--- src/rtl/core/fsp_pkg.sv ---
// ----------------------------------------------------------------------------
// fsp_pkg
// Types, character codes and decode functions of the format spec parser.
// ----------------------------------------------------------------------------
`default_nettype none

package fsp_pkg;

    // Saturation limits of the numeric fields
    localparam logic [16:0] WIDTH_CAP = 17'd100000;
    localparam logic [9:0]  PREC_CAP  = 10'd1000;

    // Command queue between front and back
    localparam int Q_DEPTH = 4;
    localparam int Q_AW    = $clog2(Q_DEPTH);

    // Lookahead store: lead byte plus up to three trailing bytes plus align byte
    localparam int LA_DEPTH = 5;

    // Character codes
    localparam logic [7:0] CH_LBRACE = 8'h7B;
    localparam logic [7:0] CH_RBRACE = 8'h7D;
    localparam logic [7:0] CH_LT     = 8'h3C;
    localparam logic [7:0] CH_GT     = 8'h3E;
    localparam logic [7:0] CH_CARET  = 8'h5E;
    localparam logic [7:0] CH_EQ     = 8'h3D;
    localparam logic [7:0] CH_PLUS   = 8'h2B;
    localparam logic [7:0] CH_MINUS  = 8'h2D;
    localparam logic [7:0] CH_ZERO   = 8'h30;
    localparam logic [7:0] CH_NINE   = 8'h39;
    localparam logic [7:0] CH_COMMA  = 8'h2C;
    localparam logic [7:0] CH_DOT    = 8'h2E;
    localparam logic [7:0] CH_F      = 8'h66;
    localparam logic [7:0] CH_E      = 8'h65;
    localparam logic [7:0] CH_D      = 8'h64;
    localparam logic [7:0] CH_X_LO   = 8'h78;
    localparam logic [7:0] CH_X_UP   = 8'h58;
    localparam logic [7:0] CH_O      = 8'h6F;
    localparam logic [7:0] CH_B      = 8'h62;
    localparam logic [7:0] CH_S      = 8'h73;
    localparam logic [7:0] CH_PCT    = 8'h25;

    // UTF-8 lead byte prefixes
    localparam logic [7:0] UTF_ASCII_LIMIT = 8'h80;
    localparam logic [2:0] UTF_LEAD2       = 3'd6;
    localparam logic [3:0] UTF_LEAD3       = 4'd14;
    localparam logic [4:0] UTF_LEAD4       = 5'd30;

    // Result codes
    localparam logic [2:0] ALIGN_NONE   = 3'd0;
    localparam logic [2:0] ALIGN_LEFT   = 3'd1;
    localparam logic [2:0] ALIGN_RIGHT  = 3'd2;
    localparam logic [2:0] ALIGN_CENTER = 3'd3;
    localparam logic [2:0] ALIGN_PAD    = 3'd4;

    localparam logic [1:0] SIGN_NONE  = 2'd0;
    localparam logic [1:0] SIGN_PLUS  = 2'd1;
    localparam logic [1:0] SIGN_MINUS = 2'd2;

    localparam logic [3:0] TYPE_NONE  = 4'd0;
    localparam logic [3:0] TYPE_F     = 4'd1;
    localparam logic [3:0] TYPE_E     = 4'd2;
    localparam logic [3:0] TYPE_D     = 4'd3;
    localparam logic [3:0] TYPE_X_LO  = 4'd4;
    localparam logic [3:0] TYPE_X_UP  = 4'd5;
    localparam logic [3:0] TYPE_O     = 4'd6;
    localparam logic [3:0] TYPE_B     = 4'd7;
    localparam logic [3:0] TYPE_S     = 4'd8;
    localparam logic [3:0] TYPE_PCT   = 4'd9;

    typedef enum logic [1:0] {
        OP_BYTE,
        OP_FILL,
        OP_END,
        OP_END_EMPTY
    } t_op;

    // One queued command; data holds the byte (low 8 bits) or the fill bytes
    typedef struct packed {
        t_op         op;
        logic [31:0] data;
        logic [2:0]  fill_len;
        logic [2:0]  align;
    } t_cmd;

    typedef struct packed {
        logic full;
        logic empty;
    } t_q_status;

    typedef enum logic [1:0] {
        FR_COLLECT,
        FR_PASS,
        FR_REPLAY
    } t_front_state;

    typedef enum logic [3:0] {
        PH_ALIGN,
        PH_SIGN,
        PH_ZERO,
        PH_WIDTH,
        PH_COMMA,
        PH_DOT,
        PH_PREC_FIRST,
        PH_PREC,
        PH_TYPE,
        PH_DONE
    } t_phase;

    typedef struct packed {
        logic        spec_valid;
        logic [31:0] fill_bytes;
        logic [2:0]  fill_length;
        logic [2:0]  align_mode;
        logic [1:0]  sign_mode;
        logic        zero_flag;
        logic [16:0] field_width;
        logic        comma_flag;
        logic        has_precision;
        logic [9:0]  precision_value;
        logic [3:0]  type_code;
    } t_result;

    function automatic logic [2:0] lead_length(input logic [7:0] c);
        logic [2:0] len;
        if (c < UTF_ASCII_LIMIT) begin
            len = 3'd1;
        end else if (c[7:5] == UTF_LEAD2) begin
            len = 3'd2;
        end else if (c[7:4] == UTF_LEAD3) begin
            len = 3'd3;
        end else if (c[7:3] == UTF_LEAD4) begin
            len = 3'd4;
        end else begin
            len = 3'd1;
        end
        return len;
    endfunction

    function automatic logic [2:0] align_code(input logic [7:0] c);
        logic [2:0] code;
        unique case (c)
            CH_LT:    code = ALIGN_LEFT;
            CH_GT:    code = ALIGN_RIGHT;
            CH_CARET: code = ALIGN_CENTER;
            CH_EQ:    code = ALIGN_PAD;
            default:  code = ALIGN_NONE;
        endcase
        return code;
    endfunction

    function automatic logic [3:0] type_code(input logic [7:0] c);
        logic [3:0] code;
        unique case (c)
            CH_F:    code = TYPE_F;
            CH_E:    code = TYPE_E;
            CH_D:    code = TYPE_D;
            CH_X_LO: code = TYPE_X_LO;
            CH_X_UP: code = TYPE_X_UP;
            CH_O:    code = TYPE_O;
            CH_B:    code = TYPE_B;
            CH_S:    code = TYPE_S;
            CH_PCT:  code = TYPE_PCT;
            default: code = TYPE_NONE;
        endcase
        return code;
    endfunction

endpackage

`default_nettype wire

--- src/rtl/core/fsp_queue.sv ---
// ----------------------------------------------------------------------------
// fsp_queue
// Short command queue between the parser front and back.
// ----------------------------------------------------------------------------
`default_nettype none

module fsp_queue
    import fsp_pkg::*;
(
    input  wire logic      i_clk,
    input  wire logic      i_rst_n,
    input  wire logic      i_push,
    input  wire t_cmd      i_cmd,
    input  wire logic      i_pop,
    output t_cmd           o_cmd,
    output t_q_status      o_status
);

    t_cmd              r_mem [Q_DEPTH];
    logic [Q_AW-1:0]   r_wr_ptr;
    logic [Q_AW-1:0]   r_rd_ptr;
    logic [Q_AW:0]     r_count;

    logic              push_ok;
    logic              pop_ok;

    assign o_status.full  = (r_count == Q_DEPTH[Q_AW:0]);
    assign o_status.empty = (r_count == '0);
    assign push_ok        = i_push && !o_status.full;
    assign pop_ok         = i_pop && !o_status.empty;
    assign o_cmd          = r_mem[r_rd_ptr];

    always_ff @(posedge i_clk) begin
        if (push_ok) begin
            r_mem[r_wr_ptr] <= i_cmd;
        end
    end

    always_ff @(posedge i_clk) begin
        if (!i_rst_n) begin
            r_wr_ptr <= '0;
            r_rd_ptr <= '0;
            r_count  <= '0;
        end else begin
            if (push_ok) begin
                r_wr_ptr <= r_wr_ptr + 1'b1;
            end
            if (pop_ok) begin
                r_rd_ptr <= r_rd_ptr + 1'b1;
            end
            unique case ({push_ok, pop_ok})
                2'b10:   r_count <= r_count + 1'b1;
                2'b01:   r_count <= r_count - 1'b1;
                default: r_count <= r_count;
            endcase
        end
    end

endmodule

`default_nettype wire

--- src/rtl/core/fsp_front.sv ---
// ----------------------------------------------------------------------------
// fsp_front
// Accept words, collect the fill lookahead and turn it into queue commands.
// ----------------------------------------------------------------------------
`default_nettype none

module fsp_front
    import fsp_pkg::*;
(
    input  wire logic       i_clk,
    input  wire logic       i_rst_n,
    input  wire logic       i_valid,
    output logic            o_ready,
    input  wire logic       i_is_end,
    input  wire logic [7:0] i_byte,
    input  wire t_q_status  i_q_status,
    output logic            o_push,
    output t_cmd            o_cmd
);

    t_front_state r_state, n_state;
    logic [7:0]   r_la [LA_DEPTH];
    logic [2:0]   r_count, n_count;
    logic [2:0]   r_lead, n_lead;
    logic [2:0]   r_idx, n_idx;
    logic         r_end_pend, n_end_pend;

    logic         acc;
    logic         la_we;
    logic [2:0]   lead_now;
    logic         test_hit;
    logic         fill_ok;
    logic [31:0]  fill_word;

    assign acc      = i_valid && o_ready;
    assign lead_now = (r_count == 3'd0) ? lead_length(i_byte) : r_lead;
    assign test_hit = (r_count >= lead_now);
    assign fill_ok  = (r_la[0] != CH_LBRACE) && (r_la[0] != CH_RBRACE)
                      && (align_code(i_byte) != ALIGN_NONE);
    assign la_we    = acc && !i_is_end && (r_state == FR_COLLECT);

    // Fill bytes already sit at indexes 0 .. lead-1 when the test fires
    assign fill_word = {(r_lead > 3'd3) ? r_la[3] : 8'h00,
                        (r_lead > 3'd2) ? r_la[2] : 8'h00,
                        (r_lead > 3'd1) ? r_la[1] : 8'h00,
                        r_la[0]};

    // Next state
    always_comb begin
        n_state    = r_state;
        n_count    = r_count;
        n_lead     = r_lead;
        n_idx      = r_idx;
        n_end_pend = r_end_pend;
        unique case (r_state)
            FR_COLLECT: begin
                if (acc) begin
                    if (i_is_end) begin
                        if (r_count != 3'd0) begin
                            n_state    = FR_REPLAY;
                            n_idx      = 3'd0;
                            n_end_pend = 1'b1;
                        end
                    end else begin
                        n_count = r_count + 1'b1;
                        n_lead  = lead_now;
                        if (test_hit) begin
                            n_idx      = 3'd0;
                            n_end_pend = 1'b0;
                            n_state    = fill_ok ? FR_PASS : FR_REPLAY;
                        end
                    end
                end
            end
            FR_PASS: begin
                if (acc && i_is_end) begin
                    n_state = FR_COLLECT;
                    n_count = 3'd0;
                end
            end
            FR_REPLAY: begin
                if (r_idx != r_count) begin
                    if (!i_q_status.full) begin
                        n_idx = r_idx + 1'b1;
                    end
                end else if (r_end_pend) begin
                    if (!i_q_status.full) begin
                        n_state = FR_COLLECT;
                        n_count = 3'd0;
                    end
                end else begin
                    n_state = FR_PASS;
                end
            end
            default: n_state = FR_COLLECT;
        endcase
    end

    // Outputs
    always_comb begin
        o_ready       = 1'b0;
        o_push        = 1'b0;
        o_cmd.op      = OP_BYTE;
        o_cmd.data    = {24'd0, i_byte};
        o_cmd.fill_len = r_lead;
        o_cmd.align   = align_code(i_byte);
        unique case (r_state)
            FR_COLLECT: begin
                o_ready = !i_q_status.full;
                if (acc) begin
                    if (i_is_end) begin
                        if (r_count == 3'd0) begin
                            o_push   = 1'b1;
                            o_cmd.op = OP_END_EMPTY;
                        end
                    end else if (test_hit && fill_ok) begin
                        o_push     = 1'b1;
                        o_cmd.op   = OP_FILL;
                        o_cmd.data = fill_word;
                    end
                end
            end
            FR_PASS: begin
                o_ready = !i_q_status.full;
                if (acc) begin
                    o_push   = 1'b1;
                    o_cmd.op = i_is_end ? OP_END : OP_BYTE;
                end
            end
            FR_REPLAY: begin
                if (r_idx != r_count) begin
                    o_push     = !i_q_status.full;
                    o_cmd.data = {24'd0, r_la[r_idx]};
                end else if (r_end_pend) begin
                    o_push   = !i_q_status.full;
                    o_cmd.op = OP_END;
                end
            end
            default: o_ready = 1'b0;
        endcase
    end

    always_ff @(posedge i_clk) begin
        if (la_we) begin
            r_la[r_count] <= i_byte;
        end
    end

    always_ff @(posedge i_clk) begin
        if (!i_rst_n) begin
            r_state    <= FR_COLLECT;
            r_count    <= 3'd0;
            r_lead     <= 3'd0;
            r_idx      <= 3'd0;
            r_end_pend <= 1'b0;
        end else begin
            r_state    <= n_state;
            r_count    <= n_count;
            r_lead     <= n_lead;
            r_idx      <= n_idx;
            r_end_pend <= n_end_pend;
        end
    end

endmodule

`default_nettype wire

--- src/rtl/core/fsp_back.sv ---
// ----------------------------------------------------------------------------
// fsp_back
// Run queued commands through the spec grammar and register the result.
// ----------------------------------------------------------------------------
`default_nettype none

module fsp_back
    import fsp_pkg::*;
(
    input  wire logic      i_clk,
    input  wire logic      i_rst_n,
    input  wire t_cmd      i_cmd,
    input  wire t_q_status i_q_status,
    output logic           o_pop,
    output logic           o_valid,
    input  wire logic      i_ready,
    output t_result        o_result
);

    t_phase      r_phase, n_phase;
    logic        r_err, n_err;
    logic [31:0] r_fill, n_fill;
    logic [2:0]  r_fill_len, n_fill_len;
    logic [2:0]  r_align, n_align;
    logic [1:0]  r_sign, n_sign;
    logic        r_zero, n_zero;
    logic [16:0] r_width, n_width;
    logic        r_comma, n_comma;
    logic        r_has_prec, n_has_prec;
    logic [9:0]  r_prec, n_prec;
    logic [3:0]  r_type, n_type;
    logic        r_out_valid;
    t_result     r_out, n_out;

    logic        is_end;
    logic        pop_end;
    logic        done;
    logic [7:0]  b;
    logic        is_digit;
    logic [20:0] w_sum;
    logic [13:0] p_sum;
    logic        spec_ok;

    assign b        = i_cmd.data[7:0];
    assign is_digit = (b >= CH_ZERO) && (b <= CH_NINE);
    assign is_end   = (i_cmd.op == OP_END) || (i_cmd.op == OP_END_EMPTY);
    assign o_pop    = !i_q_status.empty && (!is_end || !r_out_valid || i_ready);
    assign pop_end  = o_pop && is_end;

    // acc * 10 + digit
    assign w_sum = ({4'd0, r_width} << 3) + ({4'd0, r_width} << 1) + {17'd0, b[3:0]};
    assign p_sum = ({4'd0, r_prec} << 3) + ({4'd0, r_prec} << 1) + {10'd0, b[3:0]};

    assign spec_ok = (i_cmd.op == OP_END) && !r_err && (r_phase != PH_PREC_FIRST);

    // Grammar step: fall through optional parts until the byte is consumed
    always_comb begin
        n_phase    = r_phase;
        n_err      = r_err;
        n_fill     = r_fill;
        n_fill_len = r_fill_len;
        n_align    = r_align;
        n_sign     = r_sign;
        n_zero     = r_zero;
        n_width    = r_width;
        n_comma    = r_comma;
        n_has_prec = r_has_prec;
        n_prec     = r_prec;
        n_type     = r_type;
        done       = 1'b0;
        unique case (i_cmd.op)
            OP_FILL: begin
                n_fill     = i_cmd.data;
                n_fill_len = i_cmd.fill_len;
                n_align    = i_cmd.align;
                n_phase    = PH_SIGN;
            end
            OP_BYTE: begin
                if (!r_err) begin
                    if (n_phase == PH_ALIGN) begin
                        n_phase = PH_SIGN;
                        if (align_code(b) != ALIGN_NONE) begin
                            n_align = align_code(b);
                            done    = 1'b1;
                        end
                    end
                    if (!done && n_phase == PH_SIGN) begin
                        n_phase = PH_ZERO;
                        if (b == CH_PLUS) begin
                            n_sign = SIGN_PLUS;
                            done   = 1'b1;
                        end else if (b == CH_MINUS) begin
                            n_sign = SIGN_MINUS;
                            done   = 1'b1;
                        end
                    end
                    if (!done && n_phase == PH_ZERO) begin
                        n_phase = PH_WIDTH;
                        if (b == CH_ZERO) begin
                            n_zero = 1'b1;
                            done   = 1'b1;
                        end
                    end
                    if (!done && n_phase == PH_WIDTH) begin
                        if (is_digit) begin
                            n_width = (w_sum > {4'd0, WIDTH_CAP}) ? WIDTH_CAP : w_sum[16:0];
                            done    = 1'b1;
                        end else begin
                            n_phase = PH_COMMA;
                        end
                    end
                    if (!done && n_phase == PH_COMMA) begin
                        n_phase = PH_DOT;
                        if (b == CH_COMMA) begin
                            n_comma = 1'b1;
                            done    = 1'b1;
                        end
                    end
                    if (!done && n_phase == PH_DOT) begin
                        if (b == CH_DOT) begin
                            n_phase = PH_PREC_FIRST;
                            done    = 1'b1;
                        end else begin
                            n_phase = PH_TYPE;
                        end
                    end
                    if (!done && (n_phase == PH_PREC_FIRST || n_phase == PH_PREC)) begin
                        if (is_digit) begin
                            n_prec     = (p_sum > {4'd0, PREC_CAP}) ? PREC_CAP : p_sum[9:0];
                            n_has_prec = 1'b1;
                            n_phase    = PH_PREC;
                            done       = 1'b1;
                        end else if (n_phase == PH_PREC_FIRST) begin
                            n_err = 1'b1;
                            done  = 1'b1;
                        end else begin
                            n_phase = PH_TYPE;
                        end
                    end
                    if (!done && n_phase == PH_TYPE) begin
                        done = 1'b1;
                        if (type_code(b) != TYPE_NONE) begin
                            n_type  = type_code(b);
                            n_phase = PH_DONE;
                        end else begin
                            n_err = 1'b1;
                        end
                    end
                    // Any byte after the type is an error
                    if (!done && n_phase == PH_DONE) begin
                        n_err = 1'b1;
                    end
                end
            end
            OP_END, OP_END_EMPTY: begin
                n_phase    = PH_ALIGN;
                n_err      = 1'b0;
                n_fill     = '0;
                n_fill_len = '0;
                n_align    = ALIGN_NONE;
                n_sign     = SIGN_NONE;
                n_zero     = 1'b0;
                n_width    = '0;
                n_comma    = 1'b0;
                n_has_prec = 1'b0;
                n_prec     = '0;
                n_type     = TYPE_NONE;
            end
            default: n_phase = r_phase;
        endcase
    end

    // Result word, all zero (spec_valid too) when the spec is bad
    always_comb begin
        n_out = '0;
        if (spec_ok) begin
            n_out.spec_valid      = 1'b1;
            n_out.fill_bytes      = r_fill;
            n_out.fill_length     = r_fill_len;
            n_out.align_mode      = r_align;
            n_out.sign_mode       = r_sign;
            n_out.zero_flag       = r_zero;
            n_out.field_width     = r_width;
            n_out.comma_flag      = r_comma;
            n_out.has_precision   = r_has_prec;
            n_out.precision_value = r_prec;
            n_out.type_code       = r_type;
        end
    end

    assign o_valid  = r_out_valid;
    assign o_result = r_out;

    always_ff @(posedge i_clk) begin
        if (pop_end) begin
            r_out <= n_out;
        end
    end

    always_ff @(posedge i_clk) begin
        if (!i_rst_n) begin
            r_phase     <= PH_ALIGN;
            r_err       <= 1'b0;
            r_fill      <= '0;
            r_fill_len  <= '0;
            r_align     <= ALIGN_NONE;
            r_sign      <= SIGN_NONE;
            r_zero      <= 1'b0;
            r_width     <= '0;
            r_comma     <= 1'b0;
            r_has_prec  <= 1'b0;
            r_prec      <= '0;
            r_type      <= TYPE_NONE;
            r_out_valid <= 1'b0;
        end else begin
            if (o_pop) begin
                r_phase    <= n_phase;
                r_err      <= n_err;
                r_fill     <= n_fill;
                r_fill_len <= n_fill_len;
                r_align    <= n_align;
                r_sign     <= n_sign;
                r_zero     <= n_zero;
                r_width    <= n_width;
                r_comma    <= n_comma;
                r_has_prec <= n_has_prec;
                r_prec     <= n_prec;
                r_type     <= n_type;
            end
            if (pop_end) begin
                r_out_valid <= 1'b1;
            end else if (i_ready) begin
                r_out_valid <= 1'b0;
            end
        end
    end

endmodule

`default_nettype wire

--- src/rtl/core/format_spec_parser_top.sv ---
// ----------------------------------------------------------------------------
// format_spec_parser_top
// Format spec parser: bytes of a spec in, one parsed result per end word out.
// ----------------------------------------------------------------------------
// Throughput: one word per cycle; a lookahead replay (failed fill test, or an
//   end word inside the lookahead) stalls input while the held bytes are
//   replayed; a full queue behind a held result also stalls input.
// Result path: an end word is pushed into the queue, popped by the back and
//   its result registered as o_m_tvalid rises.
// Reset: i_rst_n synchronous, active low; clears the front, queue and back,
//   the block is ready for words as reset is released.
// ----------------------------------------------------------------------------
`default_nettype none

module format_spec_parser_top
    import fsp_pkg::*;
(
    input  wire logic        i_clk,
    input  wire logic        i_rst_n,
    // Input words
    input  wire logic        i_s_tvalid,
    output logic             o_s_tready,
    input  wire logic [7:0]  i_s_tdata,   // [7:0] char_byte
    input  wire logic        i_s_tuser,   // [0] kind (1 = end of spec)
    // Result words
    output logic             o_m_tvalid,
    input  wire logic        i_m_tready,
    // [31:0] fill_bytes, [34:32] fill_length, [37:35] align_mode,
    // [39:38] sign_mode, [40] zero_flag, [57:41] field_width,
    // [58] comma_flag, [59] has_precision, [69:60] precision_value,
    // [73:70] type_code, [79:74] zero
    output logic [79:0]      o_m_tdata,
    output logic             o_m_tuser    // [0] spec_valid
);

    // Front to queue
    logic      front_push;
    t_cmd      front_cmd;

    // Queue to back
    t_cmd      q_cmd;
    t_q_status q_status;
    logic      back_pop;

    t_result   result;

    // Front: accept words, hold the fill lookahead, replay it on a failed fill test
    // or an end word in it, and hand one command per cycle to the queue while not full.
    fsp_front u_front (
        .i_clk      (i_clk),
        .i_rst_n    (i_rst_n),
        .i_valid    (i_s_tvalid),
        .o_ready    (o_s_tready),
        .i_is_end   (i_s_tuser),
        .i_byte     (i_s_tdata),
        .i_q_status (q_status),
        .o_push     (front_push),
        .o_cmd      (front_cmd)
    );

    // Short queue lets the front keep taking words while the back waits
    // on a stalled result word.
    fsp_queue u_queue (
        .i_clk    (i_clk),
        .i_rst_n  (i_rst_n),
        .i_push   (front_push),
        .i_cmd    (front_cmd),
        .i_pop    (back_pop),
        .o_cmd    (q_cmd),
        .o_status (q_status)
    );

    // Back: step grammar one command per cycle, register result; a held one stalls ends.
    fsp_back u_back (
        .i_clk      (i_clk),
        .i_rst_n    (i_rst_n),
        .i_cmd      (q_cmd),
        .i_q_status (q_status),
        .o_pop      (back_pop),
        .o_valid    (o_m_tvalid),
        .i_ready    (i_m_tready),
        .o_result   (result)
    );

    // Pack the result fields, fill_bytes in the lowest bits
    assign o_m_tuser = result.spec_valid;
    assign o_m_tdata = {6'd0,
                        result.type_code,
                        result.precision_value,
                        result.has_precision,
                        result.comma_flag,
                        result.field_width,
                        result.zero_flag,
                        result.sign_mode,
                        result.align_mode,
                        result.fill_length,
                        result.fill_bytes};

endmodule

`default_nettype wire
--- config.mk ---
export PLATFORM = sky130hd
export DESIGN_NAME = format_spec_parser_top
export DESIGN_NICKNAME = d
export VERILOG_FILES = /design/src/rtl/core/fsp_pkg.sv /design/src/rtl/core/fsp_queue.sv /design/src/rtl/core/fsp_front.sv /design/src/rtl/core/fsp_back.sv /design/src/rtl/core/format_spec_parser_top.sv
export SDC_FILE = /design/constraint.sdc
export NUM_CORES = 1
export LEC_CHECK = 0
export ABC_CLOCK_PERIOD_IN_PS = 14600
export BUFFER_PORTS_ARGS = -buffer_cell sky130_fd_sc_hd__buf_2
export CORE_MARGIN = 4
export CORE_UTILIZATION = 37
export DETAILED_ROUTE_END_ITERATION = 16
export GPL_TIMING_DRIVEN = 0
export PLACE_DENSITY = 0.52
export SYNTH_ARGS = -nofsm -noshare
export SYNTH_HDL_FRONTEND = slang
export SYNTH_SLANG_ARGS = --single-unit
export TNS_END_PERCENT = 30
--- constraint.sdc ---
create_clock -name i_clk -period 14.6 [get_ports i_clk]
set_clock_uncertainty 0.2 [all_clocks]
set_input_delay 2.92 -clock i_clk [delete_from_list [all_inputs] [get_ports i_clk]]
set_output_delay 2.92 -clock i_clk [all_outputs]
set_load 0.005 [all_outputs]
==> impl_metrics.csv <==
group,metric,value,unit
status,outcome,"finished clean",
cells_and_area,n_antenna_cell,0,
sta,rsz0062_at_grt,"no",
cts,cts_made_buffers,44,
sta,fmax,148,MHz
synth,synth_edf_count,299,
cts,clock-root-buffer,"clkbuf_16",
synth,synth.area.top_cells,"edfxtp_1 50%, dfxtp_1 12%, mux4_2 6.9%",
worst_hold_path,hp-class,"register to register",
setup_path,end_kind,"register",
floorplan,rows,80,
floorplan,dieArea,0.0522,mm2
cells_and_area,stdcell_area,0.0208,mm2
placed_design,placed_cell_area,0.0194,mm2
setup_path,regToRegSetupSlack,8920,ps
setup_path,r2r-end,"u_back.r_width[6]$_SDFFE_PN0P_",
setup_path,cp_top_family,"compound AO/OA/AOI/OAI gates",
sta,hold_viol_final,0,
global_route,track_usage,15.6,%
worst_hold_path,hold_start,"u_back.r_sign[1]$_SDFFE_PN0P_",
route,num_vias,11100,
floorplan,initial_utilization,37.5,%
route,post_drt_wl_per_cell,19.1,um
synth,synth_area_leader_cell,"edfxtp_1",
sta,tns,0,ps
route,routed_wl,41000,um
cts,ctsHoldBuffers,0,
floorplan,die_h,229,um
floorplan,ios,96,
global_route,grt-ovfl-total,0,
setup_path,reg2reg_depth,16,
synth,synth_top_area_share,49.9,%
cts,insertion_delay,560,ps
pwr,powerDensity,183,mW/mm2
cells_and_area,fin_cells,2150,
route,drt-initial-drc-count,801,
synth,postSynthAreaPerCell,13.3,um2
global_route,antenna_found_initial,0,
sta,slew_headroom,9.55,%
synth,ys_ff_latch,403,
cts,cts.clk_slew.worst_paths,60,ps
setup_path,startpoint_type,"input port",
pwr,peakVddDrop,0.000100,V
setup_path,worstPathArrival,6820,ps
placed_design,dp_hpwl,29400,um
synth,ys_top_cells_by_count,"299 x edfxtp_1, 117 x and2_1, 104 x dfxtp_1",
route,ant_nets,0,
cts,clock_path_buffers,3,
sta,slew_violations,0,
synth,synth_cell_types,81,
run,drv_cap,0,
synth,ys.flop_type,"edfxtp_1",
setup_path,crit_slowest_cell,"and2_2",
route,first_pass_iters,5,
cells_and_area,fin_nets,1584,
sta,period_minus_slack,6760,ps
setup_path,crit_chain,"buf_2, clkbuf_1, and4b_1, a21oi_1, ha_1, nor2b_1, o211ai_1, a31o_2, nand2b_1, o21ai_0, nand3_1, a311oi_1, and2_2, buf_16",
global_route,grt_pass1_wl,64600,um
placed_design,place.gp.congestion,0.846,
synth,netlist_area,0.0180,mm2
sta,finalSetupViolations,0,
floorplan,die_x,229,um
sta,fin_crit_sh,46.3,%
sta,worst_pin_slew,1350,ps
cts,cts_resized,0,
placed_design,portBuffers,89,
synth,yosysMostFrequentCell,"edfxtp_1",
global_route,grt_max_degree,66,
worst_hold_path,worstHoldPathCells,2,
worst_hold_path,min_to,"u_back.r_sign[1]$_SDFFE_PN0P_",
cts,clock-sinks,403,
synth,async_reset_ff_share,0,%
placed_design,place_inst,2069,
setup_path,cp_num_cells,14,
setup_path,worstSetupPathType,"input port to register",
cts,cts_setup_buffers,0,
synth,ys_warn_count,0,
floorplan,coreArea,0.0479,mm2
route,drc_errors,0,
setup_path,worst-path-buf-inv,3,
setup_path,critical-path-max-stage-delay,770,ps
global_route,grt_pass1_vias,11300,
setup_path,cp.required,14660,ps
pwr,p_leak,7.37,nW
synth,synth_cells,1355,
cells_and_area,area_growth,15.5,%
route,viasPerCell,5.18,
setup_path,cp_max_fo,24,
synth,synth_seq_area_share,61.4,%
cts,cts_tree,"built",
cells_and_area,drive_gt1_share,16.6,%
cts,h-tree-depth,2,
[through the flow]
stage               hold slack (ps)  setup slack (ps)  utilization, %  total power (W)
floorplan                       226              7920               -          0.00236
global placement                237              6380            40.1          0.00275
detailed placement              249              7260            40.4          0.00278
CTS                             255              7870            43.3          0.00387
global route                    288              7600            43.3          0.00405
finish                          251              7840            43.3          0.00380
[cell families (layout without fill, tap and decap cells)]
| family | Yosys count | after routing | synth area share [%] |
|---|---|---|---|
| xor+xnor | 24 | 24 | 1.17 |
| compound gates | 238 | 238 | 8.95 |
| mux | 74 | 74 | 7.95 |
| buf+inv | 101 | 276 | 2.36 |
| simple gates | 443 | 443 | 13.0 |
| other cells | 1 | 6 | 0.0208 |
| fa+ha+maj | 71 | 71 | 5.14 |
| flops | 403 | 403 | 61.4 |
[registers in the layout, indices dropped and copies added (netlist names), 4 cells and up, named ones only]
register         cells
u_back.r_phase       4
u_back.r_type        4
u_back.r_fill       32
u_back.r_width      17
u_back.r_prec       10
u_back.o_result     75
u_front.r_la        64
u_queue.r_mem      160
[tightest hold or removal path, delay by kind of cell, from the launching register on]
| family | cells | cell delay [ps] |
|---|---|---|
| AND/OR/NAND/NOR | 1 | 50 |
| AO/OA/AOI/OAI | 1 | 50 |
| flip-flops | 1 | 300 |
[power by group]
part	total (W)	leakage [nW]	switching (W)	internal, W
Sequential	0.00154	3.51	0.0000708	0.00147
Clock	0.00107	0.680	0.000442	0.000628
Combinational	0.00119	3.19	0.000746	0.000448
Total	0.00380	7.37	0.00126	0.00255
[routing by layer]
layer	routed length, um	track usage (%)
met3	1780	2.97
met1	18800	21.1
met2	19600	26.1
met5	0	0
met4	729	3.67
[worst max-delay path by stage]
stage | from | end | slack [ps]
floorplan | i_s_tdata[6] | u_queue.r_mem[0][0]$_DFFE_PP_ | 7920
global placement | i_s_tdata[6] | u_queue.r_mem[1][32]$_DFFE_PP_ | 6380
detailed placement | i_s_tdata[6] | u_queue.r_mem[0][24]$_DFFE_PP_ | 7260
CTS | i_s_tdata[6] | u_queue.r_mem[0][23]$_DFFE_PP_ | 7870
global route | i_s_tdata[6] | u_queue.r_mem[0][23]$_DFFE_PP_ | 7600
finish | i_s_tdata[6] | u_queue.r_mem[0][18]$_DFFE_PP_ | 7840
[placed cells by master, fill, tap and decap left out, drive strengths merged, types with 4 or more instances in the layout]
cell type and count:
edfxtp 299, xnor2 17, o21a 10, nand3 17, dfxtp 104, xor2 7, a21boi 12, o211ai 4
and2 117, or3 12, nor3 23, fa 5, a22o 12, conb 6, mux4 55, clkinv 13
a22oi 42, ha 66, a221o 7, nand2b 8, a21o 9, o21ai 57, nor2 100, o31ai 6
inv 35, clkbuf 114, or2 5, a31o 4, nor3b 9, nor2b 24, a211oi 6, buf 110
nand2 91, nor4 8, mux2i 17, a21oi 44
[layout make-up]
cell class                      count  area (um2)
Inverter                           35         134
Clock inverter                     17         126
Fill cell                        4357       27200
Buffer                             66         293
Timing Repair Buffer               94         568
Sequential cell                   403       11100
Clock buffer                       64        1280
Multi-Input combinational cell    856        6550
Tap cell                          615         769
Note: power is estimated with default switching activity, not from simulation.
